===== src/design/lkh_pkg.sv =====
// ============================================================================
// lkh_pkg: shared types and constants of the LRU-K page history table
// Command and status codes, payload structs and configuration constants.
// ============================================================================
package lkh_pkg;

    localparam int NUM_PAGES_DFLT     = 256;
    localparam int HISTORY_DEPTH_DFLT = 2;
    localparam int TIME_BITS_DFLT     = 48;

    localparam int CMD_W   = 3;
    localparam int PAGE_W  = 8;
    localparam int STAMP_W = 48;
    localparam int CAP_W   = 9;

    localparam logic [CAP_W-1:0] CAP_RESET = 9'd256;

    localparam int APB_ADDR_W = 3;
    localparam int APB_DATA_W = 32;
    localparam logic [APB_ADDR_W-1:0] ADDR_CAPACITY = 3'd0;

    typedef enum logic [CMD_W-1:0] {
        CMD_INSERT = 3'd0,
        CMD_ACCESS = 3'd1,
        CMD_REMOVE = 3'd2,
        CMD_VICTIM = 3'd3,
        CMD_QUERY  = 3'd4
    } cmd_t;

    typedef enum logic [1:0] {
        STATUS_DONE      = 2'd0,
        STATUS_RANGE     = 2'd1,
        STATUS_NO_VICTIM = 2'd2
    } status_t;

    typedef struct packed {
        logic [CMD_W-1:0]   cmd;
        logic [PAGE_W-1:0]  page_number;
        logic [STAMP_W-1:0] time_now;
    } in_t;

    typedef struct packed {
        status_t            status;
        logic [PAGE_W-1:0]  victim_page;
        logic [STAMP_W-1:0] victim_time;
        logic [STAMP_W-1:0] page_oldest_time;
        logic               page_mature;
    } out_t;

    // Broadcast from the top level to every cell while one command is in flight.
    typedef struct packed {
        logic             advance;
        cmd_t             cmd;
        logic [PAGE_W-1:0] page;
        logic             in_range;
        logic [CAP_W-1:0] capacity;
    } ctrl_t;

    // Token passed from cell to cell, at the default widths.
    typedef struct packed {
        logic                      valid;
        logic                      hit;
        logic [TIME_BITS_DFLT-1:0] best_time;
        logic [PAGE_W-1:0]         best_idx;
    } carry_dflt_t;

endpackage


===== src/design/lkh_apb_regs.sv =====
// ============================================================================
// lkh_apb_regs: configuration register file
// Holds the capacity register behind a simple APB-style slave port.
// ============================================================================
module lkh_apb_regs (
    input  logic                               aclk,
    input  logic                               aresetn,
    input  logic                               psel,
    input  logic                               penable,
    input  logic                               pwrite,
    input  logic [lkh_pkg::APB_ADDR_W-1:0]     paddr,
    input  logic [lkh_pkg::APB_DATA_W-1:0]     pwdata,
    output logic [lkh_pkg::APB_DATA_W-1:0]     prdata,
    output logic                               pready,
    output logic [lkh_pkg::CAP_W-1:0]          capacity_o
);

    logic [lkh_pkg::CAP_W-1:0] capacity_reg;
    logic [lkh_pkg::CAP_W-1:0] capacity_next;
    logic                      wr_en;

    assign pready = 1'b1;
    assign wr_en  = psel && penable && pwrite && pready && (paddr == lkh_pkg::ADDR_CAPACITY);

    always_comb begin
        capacity_next = capacity_reg;
        if (wr_en) begin
            capacity_next = pwdata[lkh_pkg::CAP_W-1:0];
        end
    end

    always_ff @(posedge aclk) begin
        if (!aresetn) begin
            capacity_reg <= lkh_pkg::CAP_RESET;
        end else begin
            capacity_reg <= capacity_next;
        end
    end

    assign prdata = (paddr == lkh_pkg::ADDR_CAPACITY) ?
                    lkh_pkg::APB_DATA_W'(capacity_reg) : '0;
    assign capacity_o = capacity_reg;

endmodule


===== config.mk =====
export PLATFORM = sky130hd
export DESIGN_NAME = lkh_apb_regs
export DESIGN_NICKNAME = d
export VERILOG_FILES = /design/src/design/lkh_pkg.sv /design/src/design/lkh_apb_regs.sv
export SDC_FILE = /design/constraint.sdc
export NUM_CORES = 1
export LEC_CHECK = 0
export BUFFER_PORTS_ARGS = -buffer_cell sky130_fd_sc_hd__buf_4
export CAP_MARGIN = 0
export CORE_MARGIN = 3
export CORE_UTILIZATION = 33
export DETAILED_ROUTE_END_ITERATION = 8
export PLACE_DENSITY = 0.86
export SYNTH_ARGS = -nofsm -noshare
export SYNTH_HDL_FRONTEND = slang
export SYNTH_SLANG_ARGS = --single-unit

===== constraint.sdc =====
create_clock -name aclk -period 2.8 [get_ports aclk]
set_clock_uncertainty 0.15 [all_clocks]
set_input_delay 0.28 -clock aclk [delete_from_list [all_inputs] [get_ports aclk]]
set_output_delay 0.28 -clock aclk [all_outputs]
set_load 0.05 [all_outputs]

==> results.yml, run 1 <==
global_route:
  grt_use_total_pct: 9.88
  antenna_found_initial: 0
  grt_overflow_total: 0
  grt_max_degree: 18
  grt_pass1_vias: 453
  grt_pass1_wl_um: 1900
routing:
  vias_per_cell: 3.85
  wl_per_cell_um: 9.20
  drc: 0
  firstDrtPassIters: 2
  wl_um: 1240
  drt_iter0_drc: 1
  ant_nets: 0
  vias: 520
yosys:
  yosysWarnings: 0
  synth_seq_cells: 9
  synthesis.area_sq_um: 642
  synthCells: 78
  yosys.cell_types.count: 14
  ys_seq_area_share_pct: 28.1
  avgSynthCellArea_sq_um: 8.23
clocking:
  clock_path_buffers: 2
  cts_root_buf: "clkbuf_4"
  cts_tree: "yes"
  cts_made_buffers: 3
  clk_pin_slew_ns: 0.06
  ctsHoldBuffers: 0
  htree_levels: 1
  insertion_delay_ns: 0.25
  clock_sinks: 9
  cts_setup_buffers: 0
  postCtsResizedCells: 0
finish:
  layout.nets: 151
  final_cells: 135
  layout_commonest_cell: "buf_4"
  fin_area_sq_um: 831
  final_cell_mix: "34 x buf_4, 24 x conb_1, 16 x nand2_1"
  area.growth.synth_to_final_pct: 29.4
  diodes: 0
  largest_reg_flops: 9
  fill_cells: 190
  drive_gt1_share_pct: 37.3
worst_setup_path:
  critPathMaxStageDelay_ns: 0.49
  crit_required_ns: 2.37
  path_class: "input pin to output pin"
  cp_slowest_cell: "nor3_2"
  worst_ep_arrival_time_ns: 1.29
  regToRegSetupSlack_ns: 2.06
  cp_max_fo: 11
  crit_chain: "buf_4 > nor3_2 > and2_1 > buf_4"
  path_common_cell: "buf_4"
  start_kind: "input pin"
  critPathCaptureType: "output pin"
placed_design:
  post-dp-hpwl_um: 1050
  dp.cells: 131
  port_buffers: 34
  gp_congestion: 0.625
  placed_area_sq_um: 805
timing:
  fin_crit_sh_pct: 61.6
  worst_pin_slew_ns: 0.568
  setup_viol: 0
  slew_violations: 0
  slew_headroom_pct: 61.9
  max_freq_mhz: 580
  setup_tns_ns: 0
  grt_setup_unrepaired: "no"
  hold_violations: 0
  fin_crit_ns: 1.72
flow_run:
  cap_violations: 0
die:
  fp.dieH_um: 50.1
  ios: 82
  start_util_pct: 36.0
  die_x_um: 50.1
  dieArea_sq_mm: 0.00251
  num_rows: 15
  fp.coreArea_sq_mm: 0.00178
power:
  ir_worst_vdd_mv: 0.237
  p_leak_nw: 0.426
  power_density_mw_per_mm2: 403
run_status:
  outcome: "finished clean"
hold_path:
  hp-class: "input pin to flop"
worst paths after layout:
path / from / end / depth (start not counted)
min reg2reg: capacity_o[7]$_SDFFE_PN0P_ / capacity_o[7]$_SDFFE_PN0P_ / 2
max reg2reg: capacity_o[6]$_SDFFE_PN0P_ / capacity_o[6]$_SDFFE_PN0P_ / 2
max: paddr[1] / prdata[0] / 4
min: pwdata[8] / capacity_o[8]$_SDFFE_PN1P_ / 3
synth_stat cells, drive strengths merged:
cell type  count  area share (%)
and2          10              10
o211ai         1             1.9
buf           28              32
nand2         16             9.4
and3           1             1.8
conb           2             1.2
dfxtp          9              28
inv            1            0.58
nor3           1             1.6
mux2i          8              12
nand3          1            0.78
area by class of cell:
type                    count  area [sq um]  share of cell area, %
repair buffers             34           255                   30.7
flip-flops and latches      9           180                   21.7
multi-input cells          62           334                   40.2
clock buffers               4          26.3                   3.16
inverters                   1          3.75                  0.452
well taps                  25          31.3                   3.77
routing by layer:
metal  share of wire (%)  track usage, %  vias to the layer above
met2                  54            19.6                       31
li1                    -               -                      258
met1                  35            8.38                      231
met4                   0            2.76                        0
met3                  11            4.83                        0
met5                   0               0                        -
power breakdown:
part	total [mW]	switching [mW]	internal (mW)
Clock	0.0969	0.0422	0.0547
Sequential	0.130	0.000688	0.129
Combinational	0.108	0.0878	0.0201
logic make-up after synthesis:
family / after synthesis / synth area share, %
AND/OR/NAND/NOR: 29 / 23.6
buffers and inverters: 29 / 32.7
flip-flops: 9 / 28.1
multiplexers: 8 / 12.5
other: 2 / 1.17
AO/OA/AOI/OAI: 1 / 1.95
critical path: cells and delay by family:
family,cells,cell delay [ns]
buffers and inverters,2,0.31
AND/OR/NAND/NOR,2,0.70
metrics by stage:
step                total power [mW]  utilization (%)  hold slack, ns  setup WS [ns]
detailed placement             0.240             45.1           0.321           1.08
global route                   0.351             46.6           0.123          0.983
CTS                            0.337             46.6           0.112           1.06
floorplan                      0.246                -           0.272           1.24
finish                         0.335             46.6           0.117           1.08
global placement               0.239             45.1           0.302           1.09
(Power assumes the default switching activity.)
==> run 2, diff against run 1 <==
CORE_UTILIZATION = 28   (was 33)
PLACE_DENSITY = 0.78   (was 0.86)
clock period = 1.5 ns   (was 2.8 ns; I/O delays follow)
==> results.yml, run 2 (synthesized netlist as in run 1, its figures left out) <==
run_status:
  outcome: "finished clean"
placed_design:
  port_buffers: 34
  gp_congestion: 0.578
  post-dp-hpwl_um: 1100
  placed_area_sq_um: 815
worst_setup_path:
  start_kind: "input pin"
  path_class: "input pin to output pin"
  critPathCaptureType: "output pin"
  worst_ep_arrival_time_ns: 0.96
  cp_max_fo: 10
  cp_slowest_cell: "nor3_2"
  critPathBufInv: 3
  path_common_cell: "buf_4"
  crit_chain: "buf_4 > nor3_2 > buf_4 > and2_1 > buf_4"
  critPathMaxStageDelay_ns: 0.19
  crit_required_ns: 1.20
  path_delay_family: "buffers and inverters"
routing:
  drc: 0
  vias_per_cell: 3.71
  firstDrtPassIters: 4
  ant_nets: 0
  wl_per_cell_um: 9.24
  wl_um: 1360
  drt_iter0_drc: 8
  vias: 546
timing:
  setup_viol: 0
  grt_setup_unrepaired: "no"
  slew_violations: 0
  setup_tns_ns: 0
  fin_crit_sh_pct: 84.0
  hold_violations: 0
  max_freq_mhz: 793
  fin_crit_ns: 1.26
finish:
  layout_commonest_cell: "buf_4"
  fin_area_sq_um: 931
  drive_gt1_share_pct: 35.0
  fill_cells: 207
  area.growth.synth_to_final_pct: 45.0
  final_cell_mix: "35 x buf_4, 24 x conb_1, 16 x nand2_1"
  seq_area_sq_um: 180
  layout.nets: 161
  multi_input_area_sq_um: 334
  largest_reg_flops: 9
  utilization_pct: 45.1
  diodes: 0
global_route:
  grt_pass1_wl_um: 1890
  grt_pass1_vias: 461
  antenna_found_initial: 0
  grt_use_total_pct: 9.30
  grt_overflow_total: 0
  grt_max_degree: 18
clocking:
  cts_made_buffers: 3
  htree_levels: 1
  clock_path_buffers: 2
  insertion_delay_ns: 0.25
  clock_sinks: 9
  cts_tree: "yes"
  clk_pin_slew_ns: 0.06
  cts_setup_buffers: 0
  cts_root_buf: "clkbuf_4"
die:
  ios: 82
  die_x_um: 53.9
  dieArea_sq_mm: 0.00290
  fp.coreArea_sq_mm: 0.00206
  num_rows: 16
  fp.dieH_um: 53.9
  start_util_pct: 31.1
power:
  p_leak_nw: 0.469
  p_total_mw: 0.648
  p_int_mw: 0.397
  comb_power_share_pct: 34.2
  switching_share_pct: 38.7
  pwr-share-clk_pct: 28.4
  power_density_mw_per_mm2: 696
  seq_power_share_pct: 37.4
  switching_power_mw: 0.250
  ir_worst_vdd_mv: 0.390
hold_path:
  hp-class: "input pin to flop"
flow_run:
  cap_violations: 0
## run 2: changes by cell type in the layout (fill, tap and decap cells not counted), sizes merged
cell | previous run | this run
buf | 34 | 35
dlygate4sd3 | 0 | 9
## run 2: worst paths after layout
kind	from	end	slack (ns)	cells past startpoint
setup / recovery	paddr[1]	prdata[2]	0.24	5
hold / removal	aresetn	capacity_o[8]$_SDFFE_PN1P_	0.02	2
setup reg to reg	capacity_o[8]$_SDFFE_PN1P_	capacity_o[8]$_SDFFE_PN1P_	0.74	2
hold reg to reg	capacity_o[4]$_SDFFE_PN0P_	capacity_o[4]$_SDFFE_PN0P_	0.32	2
## run 2: metrics by stage
stage | cells | worst slack, ns | hold slack, ns
6_report | 147 | 0.240 | 0.0171
5_1_grt | 147 | 0.174 | 0.0110
4_1_cts | 147 | 0.222 | 0.00699
3_5_place_dp | 134 | 0.228 | 0.268
3_3_place_gp | 134 | 0.229 | 0.244
2_1_floorplan | 100 | 0.0726 | 0.142
## run 2: power groups by stage
stage / sequential [mW] / clock, mW / combinational (mW)
CTS: 0.242 / 0.195 / 0.221
detailed placement: 0.248 / 0 / 0.202
global placement: 0.247 / 0 / 0.201
global route: 0.242 / 0.210 / 0.235
finish: 0.242 / 0.184 / 0.221
floorplan: 0.254 / 0 / 0.205
## run 2: cell type report
type,count,area share [%]
timing repair buffer,44,37.9
multi-input combinational,62,35.9
sequential,9,19.4
tap,27,3.63
clock buffer,4,2.82
inverter,1,0.403
## run 2: timing repair
item,in CTS,in global routing
gates resized for setup,0,0
hold buffers,9,0
endpoints found under the hold margin,9,0
## run 2: per-layer routing
metal  part of all wire [%]  global-route usage (%)
met3                     12                    5.26
met1                     35                    8.65
met2                     53                    17.1
met4                      0                    2.55
met5                      0                       0
