$ cat src/design/lkh_pkg.sv
// ============================================================================
// lkh_pkg: shared types and constants of the LRU-K page history table
// Command and status codes, payload structs and configuration constants.
// ============================================================================
package lkh_pkg;

    localparam int NUM_PAGES_DFLT     = 256;
    localparam int HISTORY_DEPTH_DFLT = 2;
    localparam int TIME_BITS_DFLT     = 48;

    localparam int CMD_W   = 3;
    localparam int PAGE_W  = 8;
    localparam int STAMP_W = 48;
    localparam int CAP_W   = 9;

    localparam logic [CAP_W-1:0] CAP_RESET = 9'd256;

    localparam int APB_ADDR_W = 3;
    localparam int APB_DATA_W = 32;
    localparam logic [APB_ADDR_W-1:0] ADDR_CAPACITY = 3'd0;

    typedef enum logic [CMD_W-1:0] {
        CMD_INSERT = 3'd0,
        CMD_ACCESS = 3'd1,
        CMD_REMOVE = 3'd2,
        CMD_VICTIM = 3'd3,
        CMD_QUERY  = 3'd4
    } cmd_t;

    typedef enum logic [1:0] {
        STATUS_DONE      = 2'd0,
        STATUS_RANGE     = 2'd1,
        STATUS_NO_VICTIM = 2'd2
    } status_t;

    typedef struct packed {
        logic [CMD_W-1:0]   cmd;
        logic [PAGE_W-1:0]  page_number;
        logic [STAMP_W-1:0] time_now;
    } in_t;

    typedef struct packed {
        status_t            status;
        logic [PAGE_W-1:0]  victim_page;
        logic [STAMP_W-1:0] victim_time;
        logic [STAMP_W-1:0] page_oldest_time;
        logic               page_mature;
    } out_t;

    // Broadcast from the top level to every cell while one command is in flight.
    typedef struct packed {
        logic             advance;
        cmd_t             cmd;
        logic [PAGE_W-1:0] page;
        logic             in_range;
        logic [CAP_W-1:0] capacity;
    } ctrl_t;

    // Token passed from cell to cell, at the default widths.
    typedef struct packed {
        logic                      valid;
        logic                      hit;
        logic [TIME_BITS_DFLT-1:0] best_time;
        logic [PAGE_W-1:0]         best_idx;
    } carry_dflt_t;

endpackage

$ cat src/design/lkh_cell.sv
// ============================================================================
// lkh_cell: one page of the history chain
// Holds the access history of one page and folds it into the passing token.
// ============================================================================
module lkh_cell #(
    parameter int  INDEX         = 0,
    parameter int  IDX_W         = 8,
    parameter int  HISTORY_DEPTH = lkh_pkg::HISTORY_DEPTH_DFLT,
    parameter int  TIME_BITS     = lkh_pkg::TIME_BITS_DFLT,
    parameter type carry_t       = lkh_pkg::carry_dflt_t
) (
    input  logic                 aclk,
    input  logic                 aresetn,
    input  lkh_pkg::ctrl_t       ctrl_i,
    input  logic [TIME_BITS-1:0] time_i,
    input  carry_t               carry_i,
    output carry_t               carry_o
);

    localparam int CNT_W = $clog2(HISTORY_DEPTH + 1);

    logic [TIME_BITS-1:0] slot_reg  [HISTORY_DEPTH];
    logic [TIME_BITS-1:0] slot_next [HISTORY_DEPTH];
    carry_t               carry_reg;
    carry_t               carry_next;
    logic [CNT_W-1:0]     fill_cnt;
    logic [TIME_BITS-1:0] oldest;
    logic                 mature;
    logic                 own;
    logic                 in_scope;

    // The oldest retained time is the slot just below the count of nonzero
    // slots, even when that particular slot happens to be zero.
    always_comb begin
        fill_cnt = '0;
        oldest   = '0;
        for (int i = 0; i < HISTORY_DEPTH; i++) begin
            if (slot_reg[i] != '0) begin
                fill_cnt = fill_cnt + CNT_W'(1);
            end
        end
        for (int i = 0; i < HISTORY_DEPTH; i++) begin
            if (fill_cnt == CNT_W'(i + 1)) begin
                oldest = slot_reg[i];
            end
        end
        mature = (fill_cnt == CNT_W'(HISTORY_DEPTH));
    end

    assign own      = ctrl_i.in_range && (int'(ctrl_i.page) == INDEX);
    assign in_scope = (INDEX < int'(ctrl_i.capacity));

    always_comb begin
        slot_next  = slot_reg;
        carry_next = carry_reg;
        if (ctrl_i.advance) begin
            carry_next = carry_i;
            if (carry_i.valid) begin
                case (ctrl_i.cmd)
                    lkh_pkg::CMD_INSERT: begin
                        if (own) begin
                            for (int i = 0; i < HISTORY_DEPTH; i++) begin
                                slot_next[i] = '0;
                            end
                            slot_next[0] = time_i;
                        end
                    end
                    lkh_pkg::CMD_ACCESS: begin
                        if (own) begin
                            if (slot_reg[0] != '0) begin
                                for (int i = 1; i < HISTORY_DEPTH; i++) begin
                                    slot_next[i] = slot_reg[i-1];
                                end
                            end
                            slot_next[0] = time_i;
                        end
                    end
                    lkh_pkg::CMD_REMOVE: begin
                        if (own) begin
                            for (int i = 0; i < HISTORY_DEPTH; i++) begin
                                slot_next[i] = '0;
                            end
                        end
                    end
                    lkh_pkg::CMD_QUERY: begin
                        // A query reuses the token's time and hit fields.
                        if (own) begin
                            carry_next.best_time = oldest;
                            carry_next.hit       = mature;
                        end
                    end
                    lkh_pkg::CMD_VICTIM: begin
                        if (in_scope && (oldest != '0) &&
                            (!carry_i.hit || (oldest < carry_i.best_time))) begin
                            carry_next.hit       = 1'b1;
                            carry_next.best_time = oldest;
                            carry_next.best_idx  = IDX_W'(INDEX);
                        end
                    end
                    default: begin
                    end
                endcase
            end
        end
    end

    always_ff @(posedge aclk) begin
        if (!aresetn) begin
            for (int i = 0; i < HISTORY_DEPTH; i++) begin
                slot_reg[i] <= '0;
            end
            carry_reg <= '0;
        end else begin
            slot_reg  <= slot_next;
            carry_reg <= carry_next;
        end
    end

    assign carry_o = carry_reg;

endmodule

$ cat config.mk
export PLATFORM = sky130hd
export DESIGN_NAME = lkh_cell
export DESIGN_NICKNAME = d
export VERILOG_FILES = /design/src/design/lkh_pkg.sv /design/src/design/lkh_cell.sv
export SDC_FILE = /design/constraint.sdc
export NUM_CORES = 1
export LEC_CHECK = 0
export ABC_CLOCK_PERIOD_IN_PS = 5650
export BUFFER_PORTS_ARGS = -buffer_cell sky130_fd_sc_hd__buf_2
export CAP_MARGIN = 0
export CORE_ASPECT_RATIO = 1.2
export CORE_UTILIZATION = 57
export DETAILED_ROUTE_END_ITERATION = 8
export PLACE_DENSITY = 0.82
export SYNTH_ARGS = -nofsm -noshare
export SYNTH_HDL_FRONTEND = slang
export SYNTH_SLANG_ARGS = --single-unit
$ cat constraint.sdc
create_clock -name aclk -period 5.65 [get_ports aclk]
set_input_delay 0.2825 -clock aclk [delete_from_list [all_inputs] [get_ports aclk]]
set_output_delay 0.2825 -clock aclk [all_outputs]
set_load 0.1 [all_outputs]
==> results of run 1 <==
==> per-layer routing <==
layer | global-route usage | up-vias
met2 | 0.519 | 586
met1 | 0.462 | 4848
li1 | - | 4892
met3 | 0.0654 | 91
met4 | 0.144 | 0
met5 | 0 | -
==> area by class of cell <==
cell class	instances	area, µm²	share of cell area
sequential	154	3080	0.264
inverter	56	210	0.0180
timing repair buffer	242	1440	0.123
multi-input combinational	938	6090	0.521
clock inverter	13	154	0.0132
tap	216	270	0.0231
clock buffer	19	443	0.0379
==> where the power goes <==
group / switching (mW) / internal, mW / total [mW]
logic: 0.369 / 0.130 / 0.499
clock network: 0.504 / 0.674 / 1.18
registers: 0.0191 / 1.12 / 1.14
==> worst max-delay path, cell delays in order (launching register included) <==
cell and delay (ns):
dfxtp_1 0.34, nor4_1 0.50, nand4_1 0.17, or3_1 0.38, or3_1 0.32, ha_2 0.35, buf_12 0.27, o21ai_0 0.67
ha_1 0.22, nand2_1 0.07, nor3_1 0.27, nand3_1 0.22, nor4_1 0.64, a211o_2 0.30, buf_4 0.30, o41ai_2 0.13
o2bb2ai_1 0.21
==> cell usage after synthesis, types with 4 or more instances <==
cell type,n
a21boi_0,66
a21boi_1,39
a21o_1,10
a21oi_1,110
a22oi_1,48
buf_1,7
buf_2,23
buf_6,5
clkbuf_1,82
dfxtp_1,154
ha_1,48
inv_1,56
nand2_1,159
nand2b_1,58
nand3_1,99
nand4_1,14
nor2_1,57
nor3_1,4
nor4_1,26
o211ai_1,9
o21ai_0,57
o2bb2ai_1,48
o41ai_1,16
o41ai_2,32
or3_1,4
==> kinds of logic after synthesis <==
logic type / synth area share
buffers and inverters: 0.0727
AND/OR/NAND/NOR: 0.207
adder cells (fa/ha/maj): 0.0610
flip-flops: 0.313
AO/OA/AOI/OAI: 0.346
==> final timing paths <==
check / startpoint / to / slack (ns) / cells after the start
worst max register to register: slot_reg[92] / carry_o[35] / 0.19 / 16
worst min-delay path: time_i[35] / slot_reg[83] / 0.1 / 3
worst min register to register: carry_o[7] / carry_o[7] / 0.47 / 2
worst max-delay path: slot_reg[92] / carry_o[35] / 0.19 / 16
==> out/summary.txt, run 1 <==
status: complete, no violations
post-synth top area cell: dfxtp_1
Finished Core Util: 0.694
largest cells by area after synthesis: dfxtp_1 31%, ha_1 6.1%, nand2_1 6.1%
share of the synthesized area in the top cell type: 0.313
# IOs: 188
CTS Sinks: 154
DRT Wirelength: 30400 µm
Via density: 6.36
Hold WS: 0.0971 ns
# Max-Cap Violations: 0
Post-synth top flop: dfxtp_1
Vert. Die Dim: 146 µm
commonest cells after routing, fill and taps aside: 185 x buf_2, 159 x nand2_1, 154 x dfxtp_1
Peak VDD IR: 185 µV
static leakage: 4.75 nW
Starting Density: 0.584
drt first-iter violations: 1256
CTS Hold Bufs: 0
post-route ant nets: 0
via count: 10400
CTS tree: done
worst clock skew: 0.0179 ns
First-pass DRT Iterations: 6
Post-synth EDFFs: 0
Worst slew margin: 0.219
top layer in use: met4
share of layout cells above drive strength 1: 0.222
Avg Inst Size Synth: 7.78 µm²
critical path class: reg2reg
post-cts sizing count: 0
PortBufs: 187
met2 WL post-DR: 14000 µm
final worst-path cycle share: 0.966
wire length on met3: 2710 µm
die width: 122 µm
Final Hold Vio Count: 0
# DRC: 0
sequential element share of the synthesized area: 0.313
Num CTS Buffers: 17
Core Footprint: 0.0169 mm²
RSZ-0062 raised after global routing: false
GR Overflow Total: 0
clk slew on worst S/H paths: 0.06 ns
Filler cells: 1357
Crit Path Max Fanout: 74
Final nets: 1587
Mapped Area: 0.00984 mm²
Routability Congestion: 0.956
Rows: 52
Slew @ Worst Pin: 1.17 ns
dpl hpwl: 20800 µm
wire length of the first global-routing pass: 47800 µm
startpoint types: register
largest net degree at the start of global routing: 117
synth warn: 0
pre-CTS WS: 0.443 ns
min Tclk post-route: 5.46 ns
die area: 0.0178 mm²
H-tree depth: 4
max reg flops: 96
GRT Total Usage: 0.339
Sum Neg Setup Slack: 0 ns
Layout area overhead: 18.8%
DP Cell Count: 1606
ys async rst share: 0
WP data arrival: 5.81 ns
Post-Layout Cell Count: 1638
Power Density: 241 mW/mm²
clk buf depth: 2
Setup Viol. Count Final: 0
max frequency: 0.183 GHz
Setup crit end kind: register
n_diodes: 0
number of synthesized register bits: 154
total power: 2.81 mW
Post-Syn Instances: 1265
Wirelength per Cell: 18.5 µm
Worst EP required: 6.00 ns
Placement Cell Area: 0.0111 mm²
Clock Tree Root: clkbuf_16
commonest non-fill, non-tap cell in the layout: buf_2
max-slew violations: 0
synth unique cells: 44
initial antenna violation count: 0
hold crit path type: in2reg
clk_lat worst skew: 0.44 ns
number of global-route vias before repair: 9329
final design instance area without fill: 0.0117 mm²
Net Count, Synth: 1443
Met1 Wirelength: 12600 µm
number of setup buffers added after CTS: 0
Setup WS post-layout: 0.191 ns
Power figures use the tool's default switching activity.
==> inputs of run 2 (changes only) <==
--- a/config.mk
+++ b/config.mk
@@ -5,13 +5,16 @@
 export SDC_FILE = /design/constraint.sdc
 export NUM_CORES = 1
 export LEC_CHECK = 0
+export ABC_AREA = 1
 export ABC_CLOCK_PERIOD_IN_PS = 5650
 export BUFFER_PORTS_ARGS = -buffer_cell sky130_fd_sc_hd__buf_2
 export CAP_MARGIN = 0
+export CELL_PAD_IN_SITES_DETAIL_PLACEMENT = 0
+export CELL_PAD_IN_SITES_GLOBAL_PLACEMENT = 1
 export CORE_ASPECT_RATIO = 1.2
-export CORE_UTILIZATION = 57
+export CORE_UTILIZATION = 39
 export DETAILED_ROUTE_END_ITERATION = 8
-export PLACE_DENSITY = 0.82
+export PLACE_DENSITY_LB_ADDON = 0.1
 export SYNTH_ARGS = -nofsm -noshare
 export SYNTH_HDL_FRONTEND = slang
 export SYNTH_SLANG_ARGS = --single-unit
==> constraint.sdc (replaced) <==
create_clock -name aclk -period 5.65 [get_ports aclk]
set_input_delay 0.565 -clock aclk [delete_from_list [all_inputs] [get_ports aclk]]
set_output_delay 0.565 -clock aclk [all_outputs]
set_load 0.1 [all_outputs]
==> out/summary.txt, run 2 <==
max frequency: 0.197 GHz (+7.7%)
GR Overflow Total: 0 (unchanged)
final worst-path cycle share: 0.897 (-0.0687)
Routability Congestion: 0.853 (-11%)
Worst EP required: 5.92 ns (-0.08 ns)
dpl hpwl: 24300 µm (+17%)
Starting Density: 0.396 (-0.188)
Finished Core Util: 0.462 (-0.232)
number of global-route vias before repair: 9958 (+6.7%)
Setup crit end kind: register
Final nets: 1916 (+21%)
via count: 11100 (+6.1%)
WP data arrival: 5.34 ns (-0.47 ns)
Power Density: 260 mW/mm² (+8.0%)
Rows: 64 (+23%)
clk slew on worst S/H paths: 0.08 ns (+0.02 ns)
Post-Layout Cell Count: 2081 (+27%)
Setup Viol. Count Final: 0 (unchanged)
synth unique cells: 28 (-36%)
Hold WS: 0.388 ns (+0.291 ns)
# IOs: 188 (unchanged)
clk buf depth: 2 (unchanged)
DP Cell Count: 2049 (+28%)
CTS tree: done
Commonest cells post-synth: 383 x nand2_1, 274 x a21oi_1, 158 x nand3_1, 154 x dfxtp_1, 133 x inv_1
worst clock skew: 0.0158 ns (-0.00203 ns)
First-pass DRT Iterations: 7 (+1)
Net Count, Synth: 1801 (+25%)
Setup WS post-layout: 0.579 ns (+0.388 ns)
Post-Syn Instances: 1623 (+28%)
commonest non-fill, non-tap cell in the layout: nand2_1
Core Footprint: 0.0255 mm² (+51%)
share of the synthesized area in the top cell type: 0.306 (-0.00739)
min Tclk post-route: 5.07 ns (-0.388 ns)
pre-CTS WS: 0.507 ns (+0.0636 ns)
Crit Path Max Fanout: 30 (-59%)
synth warn: 0 (unchanged)
Num CTS Buffers: 17 (unchanged)
number of synthesized register bits: 154 (unchanged)
Mapped Area: 0.0101 mm² (+2.4%)
max-slew violations: 0 (unchanged)
DRT Wirelength: 34900 µm (+15%)
total power: 3.06 mW (+8.8%)
Post-synth top flop: dfxtp_1
H-tree depth: 4 (unchanged)
initial antenna violation count: 0 (unchanged)
# Max-Cap Violations: 0 (unchanged)
Sum Neg Setup Slack: 0 ns (unchanged)
Worst slew margin: 0.356 (+0.137)
launch point of the worst path: slot_reg[17]
wire length of the first global-routing pass: 54400 µm (+14%)
min-delay src: time_i[10]
largest cells by area after synthesis: dfxtp_1 31%, nand2_1 14%, a21oi_1 14%
Layout area overhead: 16.8%
Vert. Die Dim: 178 µm (+22%)
clk_lat worst skew: 0.43 ns (about the same)
die area: 0.0265 mm² (+49%)
Final Hold Vio Count: 0 (unchanged)
max reg flops: 96 (unchanged)
n_diodes: 0 (unchanged)
WHS Path Cells: 3 (unchanged)
largest net degree at the start of global routing: 87 (-26%)
sequential element share of the synthesized area: 0.306 (-0.00739)
RSZ-0062 raised after global routing: false
commonest cells after routing, fill and taps aside: 383 x nand2_1, 274 x a21oi_1, 187 x buf_2
post-route ant nets: 0 (unchanged)
CTS Hold Bufs: 0 (unchanged)
Slew @ Worst Pin: 0.966 ns (-0.203 ns)
Placement Cell Area: 0.0112 mm² (+0.52%)
Wirelength per Cell: 16.8 µm (-9.6%)
Avg Inst Size Synth: 6.21 µm² (-20%)
Via density: 5.31 (-16%)
critical path class: reg2reg
Clock Tree Root: clkbuf_16
GRT Total Usage: 0.263 (-0.0761)
worst r2r src: slot_reg[17]
final design instance area without fill: 0.0118 mm² (+0.67%)
static leakage: 5.66 nW (+19%)
status: complete, no violations
number of setup buffers added after CTS: 0 (unchanged)
Peak VDD IR: 158 µV (-15%)
PortBufs: 187 (unchanged)
ys async rst share: 0 (unchanged)
post-synth top area cell: dfxtp_1
Post-synth EDFFs: 0 (unchanged)
Worst R2R Path Depth: 25 (+9)
CTS Sinks: 154 (unchanged)
hold crit path type: in2reg
# DRC: 0 (unchanged)
startpoint types: register
die width: 149 µm (+22%)
count leader, synth: nand2_1
post-cts sizing count: 0 (unchanged)
drt first-iter violations: 762 (-39%)
share of layout cells above drive strength 1: 0.148 (-0.0737)
-- run 2: logic make-up (layout without fill, tap and decap cells) --
group                    count (synthesis)  count (layout)  synth area share
AND/OR/NAND/NOR                        761             761             0.322
buffers and inverters                  256             384             0.104
adder cells (fa/ha/maj)                 48              48            0.0596
AO/OA/AOI/OAI                          404             404             0.208
flip-flops                             154             154             0.306
-- run 2: cell type report --
cell class	count	area (µm²)
Sequential cell	154	3080
Timing Repair Buffer	213	1140
Clock buffer	17	425
Tap cell	330	413
Clock inverter	15	193
Inverter	139	526
Fill cell	2787	13700
Multi-Input combinational cell	1213	5990
-- run 2: routing by layer --
metal	wire, µm	global-route usage	share of wire
met2	16700	0.445	0.48
met3	1560	0.0322	0.045
met5	0	0	0
met4	630	0.0659	0.018
met1	16000	0.354	0.46
-- run 2: power breakdown --
part | switching [mW] | leakage [nW] | total [mW] | internal, mW
sequential | 0.0224 | 1.25 | 1.14 | 1.12
clock | 0.595 | 0.301 | 1.20 | 0.607
combinational | 0.527 | 4.10 | 0.714 | 0.188
total | 1.14 | 5.66 | 3.06 | 1.92
-- run 2: path summary, 6_finish.rpt --
path	end	slack [ns]
max	carry_o[47]	0.58
min	slot_reg[58]	0.39
max reg2reg	carry_o[47]	0.58
min reg2reg	carry_o[21]	0.46
-- run 2: critical path, stage by stage (launching register included) --
cell and delay, ns:
dfxtp_1 0.35, nor4_1 0.39, nand4_1 0.17, or3_1 0.38, ha_1 0.41, inv_1 0.28, o21ai_0 0.12, o21ai_1 0.26
inv_1 0.11, ha_1 0.31, nand2_1 0.06, nor2_1 0.13, nand4_1 0.16, nor3_1 0.21, inv_1 0.11, nor3b_1 0.18
nand2_1 0.09, nand2_1 0.08, nand2_2 0.24, nand2_2 0.14, buf_4 0.35, nand2_1 0.09, nand3_1 0.08, nand2_1 0.08
nand2_1 0.07, a21oi_1 0.06
